**src/rtl/srdc_sqrt.sv**
```systemverilog
// Pipelined radius unit: sum of squares, then one root bit per stage, then round to nearest.
// Carries a sideband payload alongside. Standalone, no package use.
module srdc_sqrt #(
  parameter int W  = 16,
  parameter int PW = 2
) (
  input  logic          clk,
  input  logic          rst,
  input  logic          in_valid,
  output logic          in_stall,
  input  logic [W-1:0]  ax,
  input  logic [W-1:0]  ay,
  input  logic [PW-1:0] in_pay,
  output logic          out_valid,
  input  logic          out_stall,
  output logic [W-1:0]  r,
  output logic [PW-1:0] out_pay
);

  localparam int RW  = 2 * W + 1;
  localparam int NST = W + 2;

  logic [NST-1:0] vld;
  logic [NST:0]   rdy;

  logic [RW-1:0] rem [W+1];
  logic [W-1:0]  q   [W+1];
  logic [PW-1:0] pay [NST];

  assign rdy[NST] = !out_stall;
  for (genvar k = 0; k < NST; k++) begin : g_rdy
    assign rdy[k] = !vld[k] || rdy[k+1];
  end
  assign in_stall = !rdy[0];

  always_ff @(posedge clk) begin
    if (rst) begin
      vld <= '0;
    end else begin
      vld <= (rdy[NST-1:0] & {vld[NST-2:0], in_valid}) | (~rdy[NST-1:0] & vld);
    end
  end

  always_ff @(posedge clk) begin
    if (rdy[0]) begin
      rem[0] <= RW'(ax) * RW'(ax) + RW'(ay) * RW'(ay);
      q[0]   <= '0;
      pay[0] <= in_pay;
    end
  end

  for (genvar k = 1; k <= W; k++) begin : g_stage
    localparam int B = W - k;
    logic [RW-1:0] trial;

    assign trial = (RW'(q[k-1]) << (B + 1)) | (RW'(1) << (2 * B));

    always_ff @(posedge clk) begin
      if (rdy[k]) begin
        if (rem[k-1] >= trial) begin
          rem[k] <= rem[k-1] - trial;
          q[k]   <= q[k-1] | (W'(1) << B);
        end else begin
          rem[k] <= rem[k-1];
          q[k]   <= q[k-1];
        end
        pay[k] <= pay[k-1];
      end
    end
  end

  // round to nearest: remainder above root means root + 1/2 is below the true value
  always_ff @(posedge clk) begin
    if (rdy[NST-1]) begin
      r            <= (rem[W] > RW'(q[W])) ? q[W] + W'(1) : q[W];
      pay[NST-1]   <= pay[NST-2];
    end
  end

  assign out_valid = vld[NST-1];
  assign out_pay   = pay[NST-1];

endmodule

```
**config.mk**
```make
export PLATFORM = sky130hd
export DESIGN_NAME = srdc_sqrt
export DESIGN_NICKNAME = d
export VERILOG_FILES = /design/src/rtl/srdc_sqrt.sv
export SDC_FILE = /design/constraint.sdc
export NUM_CORES = 2
export LEC_CHECK = 0
export BUFFER_PORTS_ARGS = -buffer_cell sky130_fd_sc_hd__buf_4
export CELL_PAD_IN_SITES_DETAIL_PLACEMENT = 0
export CELL_PAD_IN_SITES_GLOBAL_PLACEMENT = 1
export CORE_ASPECT_RATIO = 1.2
export CORE_MARGIN = 4
export CORE_UTILIZATION = 57
export DETAILED_ROUTE_END_ITERATION = 6
export PLACE_DENSITY = 0.9
export SLEW_MARGIN = 30
export SYNTH_ARGS = -nofsm -noshare
export SYNTH_HDL_FRONTEND = slang
export SYNTH_SLANG_ARGS = --single-unit
```
**constraint.sdc**
```tcl
create_clock -name clk -period 13.9 [get_ports clk]
set_input_delay 2.78 -clock clk [delete_from_list [all_inputs] [get_ports clk]]
set_output_delay 2.78 -clock clk [all_outputs]
set_load 0.01 [all_outputs]
```
; After elaboration in Yosys (flattened, before gate mapping)
; Memories as Yosys holds them, arrays and structs flattened.
; Cells that the tools add are included.
[classes]
n_addsub = 18
n_mul = 2
order_cmp = 17
mux = 165
bitwise = 36
reduce_logical = 38
[op_table]
columns = cell, count
row1 = $mux W33, 16
row2 = $mux W16, 17
row3 = $mux W1, 132
row4 = $mul A16 B16 Y32, 2
row5 = $and A18 B18 Y18, 2
row6 = $add A32 B32 Y33, 1
row7 = $ge A33 B17 Y1, 1
row8 = $ge A33 B18 Y1, 1
row9 = $ge A33 B19 Y1, 1
row10 = $ge A33 B20 Y1, 1
row11 = $ge A33 B21 Y1, 1
row12 = $ge A33 B22 Y1, 1
row13 = $ge A33 B23 Y1, 1
row14 = $ge A33 B24 Y1, 1
row15 = $ge A33 B25 Y1, 1
row16 = $ge A33 B26 Y1, 1
row17 = $ge A33 B27 Y1, 1
row18 = $ge A33 B28 Y1, 1
row19 = $ge A33 B29 Y1, 1
row20 = $ge A33 B30 Y1, 1
row21 = $ge A33 B31 Y1, 1
row22 = $ge A33 B32 Y1, 1
row23 = $gt A33 B16 Y1, 1
row24 = $sub A33 B17 Y33, 1
row25 = 21 further kinds, 88
[word_totals]
regBits = 34
ramBits = 869
out_inout_bits = 20
mem_count = 3
[memory_table]
columns = name, depth, word_bits, rd, rd_clocked_by_memory_dff, write_ports, line
row1 = rem, 17, 33, 17, 0, 17, 26  ; logic [RW-1:0] rem [W+1];
row2 = q, 17, 16, 17, 0, 17, 27  ; logic [W-1:0] q [W+1];
row3 = pay, 18, 2, 18, 0, 18, 28  ; logic [PW-1:0] pay [NST];

; Longest topological paths before layout
[depth]
depth_word = 22
ltp_mapped = 28

; Worst setup path after synthesis
; Ideal clock, no wire load.
[synth_timing]
path_kind = input to register
start = in ay[4]
end = mem rem[0][31] in the netlist's numbering (data pin)
setup_time_ns = 0.162
arrival_time_ns = 9.674
required_ns = 13.738
setup_slack_ns = 4.064
stages = 24
cell_sequence = clkbuf_1 clkbuf_1 nand2_1 fa_1 inv_1 fa_1 fa_1 fa_1 fa_1 fa_1 fa_1 inv_1 fa_1 inv_1 ha_1 clkbuf_1 a21o_1 o21bai_1 a311oi_1 nor2b_1 a211oi_1 nor3_1 or4_1 o2111ai_1
[synth_rtl]
columns = item, line
row1 = from (decl), 12  ; input logic [W-1:0] ay,
row2 = to (decl), 26

==> summary.md <==
| Metric | Value |
|---|---|
| Run status | completed |
| First-pass GRT wire length | between 150 and 200 mm |
| Synth Area in Simple Gates | around an eighth |
| Final TNS setup | 0 ns |
| RSZ-0062 raised after global routing | no |
| Crit path DAT | between 10 and 15 ns |
| Cts repair resizes | 0 |
| GRT Overall Usage | 21.8% |
| Syn-to-layout area delta | 8.29% |
| Core ar. | 0.0878 mm² |
| Fmax | roughly 100 MHz |
| Worst-path clk slew | about 0.06 ns |
| Post-Synth XOR/XNOR Area | between 4 and 5% |
| GP Congestion | between 0.8 and 0.9 |
| Final period utilization | between 70% and 80% |
| Initial antenna violation count | 1 |
| Sequential fraction of the synthesis area | a little under half |
| Die Area | between 0.09 and 0.1 mm² |
| Post-synthesis mux area share | less than 1% |
| Share of post-route cells with drive strength above 1 | under 10% |
| HP Class | reg -> reg |
| Post-Syn Nets | about 5.1k |
| Total grt overflow | 0 |
| Reg-to-reg endpoint | rem[6][29]$_DFFE_PP_ |
| DR WL/cell | approximately 18 µm |
| Largest net degree at the start of global routing | 52 |
| CP Launch Point | ay[10] |
| CTS Buf Count | just under 80 |
| Largest family of logic cells by synthesized area | adder cells |
| DRT iter0 DRCs | between 1.5k and 2k |
| Chip width | between 200 and 300 µm |
| IO buf count | between 50 and 60 |
| Ports | 58 |
| YS warnings | 0 |
| Synth Area in Compound Gates | under 10% |
| CP Class | in -> reg |
| Cells after Synth | around 4.3k |
| Cts hold-fix bufs | 0 |
| Area of the multi-input gates | approximately 0.025 mm² |
| Mapped Area | around 0.051 mm² |
| Via count | 31.2k |
| Clock sinks | approximately 770 |
| Clock Latency Late Sink | about 0.64 ns |
| Adder-Cell Fraction of Synth Area | between 20% and 30% |
| Synth Flop Type | edfxtp_1 |
| Critical Path Fanout Max | 15 |
| Max-cap violation count | 0 |
| EDFF count, synth | about 750 |
| Flop-to-flop setup slack | 9.60 ns |
| CTS tree | built |
| Path depth of the worst reg2reg path | 10 |
| Worst Setup EP | rem[0][31]$_DFFE_PN_ |
| Commonest cells after routing, fill and taps aside | edfxtp_1, inv_1, fa_1 |
| Pre-antenna DRT Iters | 7 |
| Leading cell type in the layout, fill and taps excluded | edfxtp_1 |
| Clock tree buffer depth | 3 |
| Fill cells | about 6.8k |
| Async SR Flop Fraction | 0% |
| Register area | about 0.023 mm² |
| Post-DP HPWL | 80.0 mm |
| Final WL | 100 mm |
| Root Buffer | clkbuf_16 |
| Clk_skew | 0.0248 ns |
| Vias in the first global route | ~33k |
| Flops & latches, synth | between 700 and 800 |
| Setup Fix Bufs, Post-CTS | 0 |
| Final nets | about 5.2k |
| CTS H-tree depth | 3 |
| Element type at the critical path end | register |
| Endpoints failing hold | 0 |
| Slew HR | around 38% |
| Hold-critical path depth | 0 |
| Synth top area cells | edfxtp_1, fa_1, ha_1 |
| Initial Util | between 50% and 60% |
| Yosys top cell area share | about 45% |
| Post-route DRC | 0 |
| Die Height | around 330 µm |
| Min Tclk post-route | 9.79 ns |
| Unique cell type count in the Yosys netlist | 86 |
| Worst-margin pin slew | just over 0.9 ns |
| Drt via density | between 5 and 6 |
| # rows | between 100 and 150 |
| Crit path launch type | primary input |
| Top cell type by total area after synthesis | edfxtp_1 |
| CP required | 14.36 ns |
| DRT antenna net count | 0 |
| Synth Area per Inst | roughly 12 µm² |
| Max-slew violations | 0 |
| Setup violators final | 0 |
sequential cells by signal, summed over array words and instances, names as in the netlist, named ones only:
signal and count:
q 136, pay 36, r 16, rem 561
synth_stat cells, types with 31 or more instances:
cell type	n
o21a_1	37
and2_1	131
a21o_1	59
nor2_1	228
o21ai_0	126
edfxtp_1	749
nor4_1	77
clkbuf_1	66
a21oi_1	144
nand4_1	44
nand3_1	70
xnor2_1	197
xor2_1	86
nor3_1	86
or3_1	31
fa_1	386
nor2b_1	36
inv_1	750
nand2b_1	41
nand2_1	271
ha_1	365
worst max-delay path, cell delays in order:
cell,delay [ns]
buf_4,0.21
inv_1,0.14
nor2_1,0.20
inv_1,0.09
fa_1,0.51
inv_1,0.05
fa_1,0.52
inv_1,0.05
fa_1,0.43
fa_1,0.54
inv_1,0.05
fa_1,0.46
fa_1,0.51
fa_1,0.60
inv_1,0.08
fa_1,0.54
inv_1,0.05
ha_1,0.36
a21o_1,0.21
a31oi_1,0.15
o21ai_0,0.12
or2_2,0.37
a211oi_1,0.47
nor3_1,0.14
or4_1,0.49
o2111ai_1,0.11
routing by layer:
metal,vias to the layer above,GRT usage [%],part of all wire [%]
li1,15000,-,-
met1,15400,23.7,36
met2,636,42.8,56
met3,212,2.44,3.7
met4,0,8.55,4.0
met5,-,0,0
cell type report:
| class | count | area share (%) |
|---|---|---|
| Inverter | 750 | 5.15 |
| Tap cell | 1149 | 2.63 |
| Multi-Input combinational cell | 2741 | 44.9 |
| Clock inverter | 41 | 0.766 |
| Antenna cell | 1 | 0.00457 |
| Sequential cell | 767 | 41.8 |
| Clock buffer | 102 | 3.77 |
| Timing Repair Buffer | 78 | 1.07 |
worst min-delay path by stage:
stage                         start                    to  slack, ns
3_5_place_dp   pay[13][0]$_DFFE_PN_  pay[14][0]$_DFFE_PP_       0.40
2_1_floorplan   pay[9][0]$_DFFE_PN_  pay[10][0]$_DFFE_PN_       0.40
3_3_place_gp    pay[2][0]$_DFFE_PN_   pay[3][0]$_DFFE_PN_       0.40
5_1_grt         pay[6][1]$_DFFE_PN_   pay[7][1]$_DFFE_PN_       0.42
6_report        pay[5][1]$_DFFE_PN_   pay[6][1]$_DFFE_PN_       0.42
4_1_cts         pay[5][1]$_DFFE_PN_   pay[6][1]$_DFFE_PN_       0.42
metrics by stage:
stage	util, %	instance area [µm²]	setup slack, ns	cells	hold slack, ns
final	62.3	54700	4.11	5629	0.417
after global routing	62.3	54700	3.72	5628	0.425
after CTS	62.3	54700	4.18	5627	0.419
after detailed placement	59.5	52200	3.52	5484	0.405
after global placement	59.4	52200	3.54	5483	0.401
after floorplan	-	50500	4.06	4345	0.400
cells by family (layout without fill, tap and decap cells):
family / count (synthesis) / in the layout
buffers and inverters: 837 / 971
and+or+nand+nor: 1157 / 1157
DFF: 767 / 767
muxes: 36 / 36
adders and majority gates: 751 / 751
xor gates and xnor gates: 283 / 283
AOI/OAI and AO/OA: 514 / 514
other: 0 / 1
Power is left out: the tool's default activity adds up to more than one toggle a clock period on the data nets, which glitch-free logic cannot reach.
