File: src/rtl/srdc_div.sv
// Pipelined restoring divider, one quotient bit per stage, several lanes in lockstep.
// Carries a sideband payload alongside. Standalone, no package use.
module srdc_div #(
  parameter int LANES = 2,
  parameter int NW    = 32,
  parameter int DW    = 16,
  parameter int QW    = 16,
  parameter int PW    = 2
) (
  input  logic                        clk,
  input  logic                        rst,
  input  logic                        in_valid,
  output logic                        in_stall,
  input  logic [LANES-1:0][NW-1:0]    num,
  input  logic [LANES-1:0][DW-1:0]    den,
  input  logic [PW-1:0]               in_pay,
  output logic                        out_valid,
  input  logic                        out_stall,
  output logic [LANES-1:0][QW-1:0]    quo,
  output logic [PW-1:0]               out_pay
);

  localparam int NST = QW + 1;

  logic [NST-1:0] vld;
  logic [NST:0]   rdy;

  logic [LANES-1:0][NW-1:0] rem [QW];
  logic [LANES-1:0][DW-1:0] dv  [QW];
  logic [LANES-1:0][QW-1:0] qq  [NST];
  logic [PW-1:0]            pay [NST];

  assign rdy[NST] = !out_stall;
  for (genvar k = 0; k < NST; k++) begin : g_rdy
    assign rdy[k] = !vld[k] || rdy[k+1];
  end
  assign in_stall = !rdy[0];

  always_ff @(posedge clk) begin
    if (rst) begin
      vld <= '0;
    end else begin
      vld <= (rdy[NST-1:0] & {vld[NST-2:0], in_valid}) | (~rdy[NST-1:0] & vld);
    end
  end

  always_ff @(posedge clk) begin
    if (rdy[0]) begin
      rem[0] <= num;
      dv[0]  <= den;
      qq[0]  <= '0;
      pay[0] <= in_pay;
    end
  end

  for (genvar k = 1; k <= QW; k++) begin : g_stage
    localparam int B = QW - k;
    logic [LANES-1:0][NW-1:0] rem_next;
    logic [LANES-1:0][QW-1:0] q_next;

    always_comb begin
      for (int l = 0; l < LANES; l++) begin
        if ((rem[k-1][l] >> B) >= NW'(dv[k-1][l])) begin
          rem_next[l] = rem[k-1][l] - (NW'(dv[k-1][l]) << B);
          q_next[l]   = qq[k-1][l] | (QW'(1) << B);
        end else begin
          rem_next[l] = rem[k-1][l];
          q_next[l]   = qq[k-1][l];
        end
      end
    end

    always_ff @(posedge clk) begin
      if (rdy[k]) begin
        qq[k]  <= q_next;
        pay[k] <= pay[k-1];
      end
    end

    if (k < QW) begin : g_keep
      always_ff @(posedge clk) begin
        if (rdy[k]) begin
          rem[k] <= rem_next;
          dv[k]  <= dv[k-1];
        end
      end
    end
  end

  assign out_valid = vld[NST-1];
  assign quo       = qq[NST-1];
  assign out_pay   = pay[NST-1];

endmodule

File: config.mk
export PLATFORM = sky130hd
export DESIGN_NAME = srdc_div
export DESIGN_NICKNAME = d
export VERILOG_FILES = /design/src/rtl/srdc_div.sv
export SDC_FILE = /design/constraint.sdc
export NUM_CORES = 2
export LEC_CHECK = 0
export ABC_AREA = 1
export BUFFER_PORTS_ARGS = -buffer_cell sky130_fd_sc_hd__buf_2
export CELL_PAD_IN_SITES_DETAIL_PLACEMENT = 1
export CELL_PAD_IN_SITES_GLOBAL_PLACEMENT = 2
export CORE_ASPECT_RATIO = 2
export CORE_MARGIN = 4
export CORE_UTILIZATION = 44
export CTS_BUF_LIST = sky130_fd_sc_hd__clkbuf_4 sky130_fd_sc_hd__clkbuf_8
export DETAILED_ROUTE_END_ITERATION = 10
export GPL_TIMING_DRIVEN = 0
export PLACE_DENSITY_LB_ADDON = 0.1
export SLEW_MARGIN = 20
export SYNTH_ARGS = -nofsm -noshare
export SYNTH_HDL_FRONTEND = slang
export SYNTH_SLANG_ARGS = --single-unit
File: constraint.sdc
create_clock -name clk -period 19.5 [get_ports clk]
set_input_delay 0 -clock clk [delete_from_list [all_inputs] [get_ports clk]]
set_output_delay 0 -clock clk [all_outputs]
set_load 0.1 [all_outputs]
# ---- After elaboration in Yosys (flattened, before gate mapping)
# Memories as Yosys holds them, arrays and structs flattened.
# Cells that the tools add are included.
dict set report op_classes {
  n_addsub 30
  n_lt_le_gt_ge 32
  muxes 96
  n_bitwise 4
  reduce_logical 36
}
# op n
set op_table {}
lappend op_table {{32-bit 2-to-1 mux} 30}
lappend op_table {{32-bit by 16-bit greater-or-equal comparator with 1-bit output} 2}
lappend op_table {{32-bit by 17-bit subtractor with 32-bit output} 2}
lappend op_table {{32-bit by 18-bit subtractor with 32-bit output} 2}
lappend op_table {{32-bit by 19-bit subtractor with 32-bit output} 2}
lappend op_table {{32-bit by 20-bit subtractor with 32-bit output} 2}
lappend op_table {{32-bit by 21-bit subtractor with 32-bit output} 2}
lappend op_table {{32-bit by 22-bit subtractor with 32-bit output} 2}
lappend op_table {{32-bit by 23-bit subtractor with 32-bit output} 2}
lappend op_table {{32-bit by 24-bit subtractor with 32-bit output} 2}
lappend op_table {{32-bit by 25-bit subtractor with 32-bit output} 2}
lappend op_table {{32-bit by 26-bit subtractor with 32-bit output} 2}
lappend op_table {{32-bit by 27-bit subtractor with 32-bit output} 2}
lappend op_table {{32-bit by 28-bit subtractor with 32-bit output} 2}
lappend op_table {{32-bit by 29-bit subtractor with 32-bit output} 2}
lappend op_table {{32-bit by 30-bit subtractor with 32-bit output} 2}
lappend op_table {{32-bit by 31-bit subtractor with 32-bit output} 2}
lappend op_table {{31-bit by 16-bit greater-or-equal comparator with 1-bit output} 2}
lappend op_table {{30-bit by 16-bit greater-or-equal comparator with 1-bit output} 2}
lappend op_table {{29-bit by 16-bit greater-or-equal comparator with 1-bit output} 2}
lappend op_table {{28-bit by 16-bit greater-or-equal comparator with 1-bit output} 2}
lappend op_table {{27-bit by 16-bit greater-or-equal comparator with 1-bit output} 2}
lappend op_table {{26-bit by 16-bit greater-or-equal comparator with 1-bit output} 2}
lappend op_table {{25-bit by 16-bit greater-or-equal comparator with 1-bit output} 2}
lappend op_table {{other kinds (29)} 122}
dict set report word_totals {
  ff_bits 17
  ramBits 2114
  in_bits 102
  word_cells 203
  mem_count 4
}
# name depth width read_ports rd_ports_with_merged_regs wr line_no
set memory_table {}
lappend memory_table {rem 16 64 16 0 16 28} ;# logic [LANES-1:0][NW-1:0] rem [QW];
lappend memory_table {qq 17 32 17 0 17 30} ;# logic [LANES-1:0][QW-1:0] qq [NST];
lappend memory_table {dv 16 32 16 0 16 29} ;# logic [LANES-1:0][DW-1:0] dv [QW];
lappend memory_table {pay 17 2 17 0 17 31} ;# logic [PW-1:0] pay [NST];

# ---- Longest topological paths before layout
dict set report logic_depth {
  depth_word 21
  depth_mapped 18
}

# ---- Least setup slack after synthesis
# No wires, ideal clock.
dict set report synth_path {
  path_type {reg-to-output}
  startpoint {reg (tool-made name)}
  endpoint {out in_stall}
  arrival_ns 15.415
  required_ns 19.500
  slack_ns 4.085
  path_stages_with_launch 11
  n_path_buf 0
  path_cell_list {dfxtp_1 nand2_1 nor2_2 nand4_2 nor2_2 nand4_2 nor2_2 nand4_2 nor2_2 nand4_1 inv_1}
}
# element line_no
set synth_lines {}
lappend synth_lines {{to (decl)} 13} ;# output logic in_stall,

==> metrics.cfg <==
[status]
outcome=finished, final reports clean

[yosys]
ys_types=71
synth-edff-count=1842
synth_top_area_cell=edfxtp_1
yosys_warnings=0
synthArstFlopShare_pct=0
postSynthAreaPerCell_um2=10.29
yosysSeqAreaShare_pct=57.77
synth_area_leaders=edfxtp_1 (57%), nand2_1 (6.7%), ha_1 (6.7%)
synth.top_cell.area_share_pct=57.42
syn_nets=10003
synthCells=9359
synth-main-ff-cell=edfxtp_1
synthesis.area_mm2=0.09633
synth_seq_cells=1859

[power]
swShare_pct=40.12
p_leak_nw=44.97
p_total_mw=16.38
power.density_mw_per_mm2=150.0
p_comb_share_pct=40.3
worst_ir_drop_vdd_mv=0.06441
power_switching_mw=6.573
internal_power_mw=9.810
pwr-share-seq_pct=39.2
clkPwrFrac_pct=20.4

[floorplan]
die_w_um=338.9
dieArea_mm2=0.2269
num_rows=242
initial_utilization_pct=44.31
die_h_um=669.7
coreArea_mm2=0.2174
ios=138

[routing]
dr.pass1.iters=4
routed_wl_um=312800
drt_iter0_markers=2260
via_count=69395
drc_errors=0
viasPerCell=5.316
drtAntennaViolNets=0
wl_per_cell_um=23.96

[setup_path]
crit_type=flip-flop to output pin
r2r_slack_ps=13690
path_max_fanout=35
cp-start-kind=flip-flop
cp.required_ps=19500
rr_endpoint=rem[0][35]
cp.arrival_ps=6250
end_kind=output pin
worst-r2r-cell-count=19

[layout]
nets=10666
fin_area_mm2=0.1092
drive_above_1_share_pct=9.181
utilization_pct=50.23
multi_input_area_mm2=0.03522
seqCellArea_mm2=0.05565
finalNonFillerCells=13055
most-common-layout-cells=edfxtp_1 (1842), nand2_1 (1727), inv_1 (1283)
num-fill-cells=23974
layout_commonest_cell=edfxtp_1
syn_to_final_growth_pct=13.37

[min_path]
hold_end=rem[0][39]
whs_path_depth=3
hp-class=input pin to flip-flop
hold_start=num[39]

[placed_design]
placed_cells=12336
placed_cell_area_mm2=0.1014
hpwlAfterDp_um=258700
io_buffer_count=136
gp_congestion=0.9606

[sta]
period_needed_ps=6249
timing.final.crit_share_pct=32.05
max_freq_ghz=0.1600
hold_viol=0
setup_viol=0
timing.hold.ws_ps=298.1
tightest_slew_ps=1270
clock_skew_ps=84.18
finalMaxSlewViolations=0
grt_setup_unrepaired=no
relSlewSlack_pct=14.45

[global_route]
antenna_found_initial=15
overflow=0
grtUsageMet3_pct=2.689
grt_pass1_wl_um=464200
grtUsageMet2_pct=60.64
grt_busiest_layer=met2
grt_use_total_pct=27.48
met1_usage_pct=16.88
grt_max_degree=97
grt_pass1_vias=80066

[clock_network]
post_cts_buffers=0
path_clk_slew_ps=70
clock-sinks=1859
clock_tree.buffer_depth=4
numCtsBuffers=284
h-tree-depth=5
clk_latency_ps=980
cts-root-buf=clkbuf_8
cts_tree=yes

[flow_run]
drv_cap=0

[layout make-up]
class,count,area share (%)
sequential,1859,50.96
multi-input combinational,6087,32.25
inverter,1308,4.530
clock buffer,357,4.133
tap,2806,3.215
timing repair buffer,377,3.203
clock inverter,135,1.049
buffer,105,0.6141
antenna,21,0.04812
[registers in the layout, indices dropped and copies added, names as in the netlist, named ones only]
register / cells
qq: 272
rem: 1024
pay: 34
dv: 512
[repair_timing]
action	4_1_cts	5_1_grt
hold buffers	205	0
endpoints found under the hold margin	149	0
resized for setup	0	0
[worst max-delay path: stages, from the launching register on]
cell and delay (ps):
dfxtp_1 430, nand2_4 180, buf_16 240, nor2_2 320, nand4_4 310, nor2_2 350, nand4_4 340, nor2_2 420
nand4_4 210, buf_12 230, nor2_2 360, nand4_1 500, buf_6 340, buf_6 160, buf_6 160, buf_6 170
inv_1 70, buf_2 420
[kinds of logic after synthesis]
group                      share of synthesized area (%)
and+or+nand+nor                                    14.56
DFF                                                57.77
AOI/OAI and AO/OA                                  9.836
buffers and inverters                              5.793
adders and majority gates                          7.274
xor gates and xnor gates                           4.764
[cell usage after synthesis (5+ instances only)]
master / instances
nand4_1: 112
a21o_1: 60
nor2_1: 780
o2111ai_1: 14
nor4_1: 63
nand3b_1: 27
o31ai_1: 5
buf_6: 18
buf_4: 18
o21ai_1: 101
a21oi_1: 650
a21boi_0: 13
o21a_1: 35
nand3_2: 8
or2_2: 84
o21ai_0: 645
dfxtp_1: 17
fa_1: 30
edfxtp_1: 1842
xnor2_1: 281
a21oi_2: 15
and2_1: 6
nor2_2: 16
and3_1: 7
o21bai_1: 22
inv_1: 1290
o211ai_1: 22
nand2_2: 11
nand3_1: 302
o21ai_2: 30
clkbuf_1: 10
buf_2: 57
xor2_1: 243
inv_2: 17
a211oi_1: 23
nand2_1: 1732
a31oi_1: 43
ha_1: 512
nor3_1: 131
[metrics by stage]
step           setup slack [ps]  TNS, ps
2_1_floorplan              4085        0
6_report                  13250        0
5_1_grt                   12890        0
3_3_place_gp              -1296  -157880
3_5_place_dp              13910        0
4_1_cts                   13260        0
[per-layer routing]
metal / share of wire [%] / routed length [um]
met1: 23 / 72920
met2: 62 / 193800
met3: 2.1 / 6589
met4: 13 / 39420
met5: 0.0058 / 18
[power groups by stage]
stage	clock, mW	sequential [mW]	combinational [mW]
after global placement	0	6.47	6.45
final	3.35	6.43	6.61
after global routing	3.62	6.54	7.34
after floorplan	0	6.29	4.51
after CTS	3.43	6.43	6.65
after detailed placement	0	6.51	6.60
[how the worst max path moves through the flow]
stage / from / endpoint / slack [ps] / cells past startpoint
final: flip-flop / in_stall / 13250 / 17
after global routing: flip-flop / in_stall / 12890 / 17
after CTS: flip-flop / in_stall / 13260 / 17
after detailed placement: flip-flop / rem[0][32] / 13910 / 19
after global placement: flip-flop / rem[0][32] / -1300 / 9
after floorplan: flip-flop / in_stall / 4080 / 10
Power figures use the tool's default switching activity.
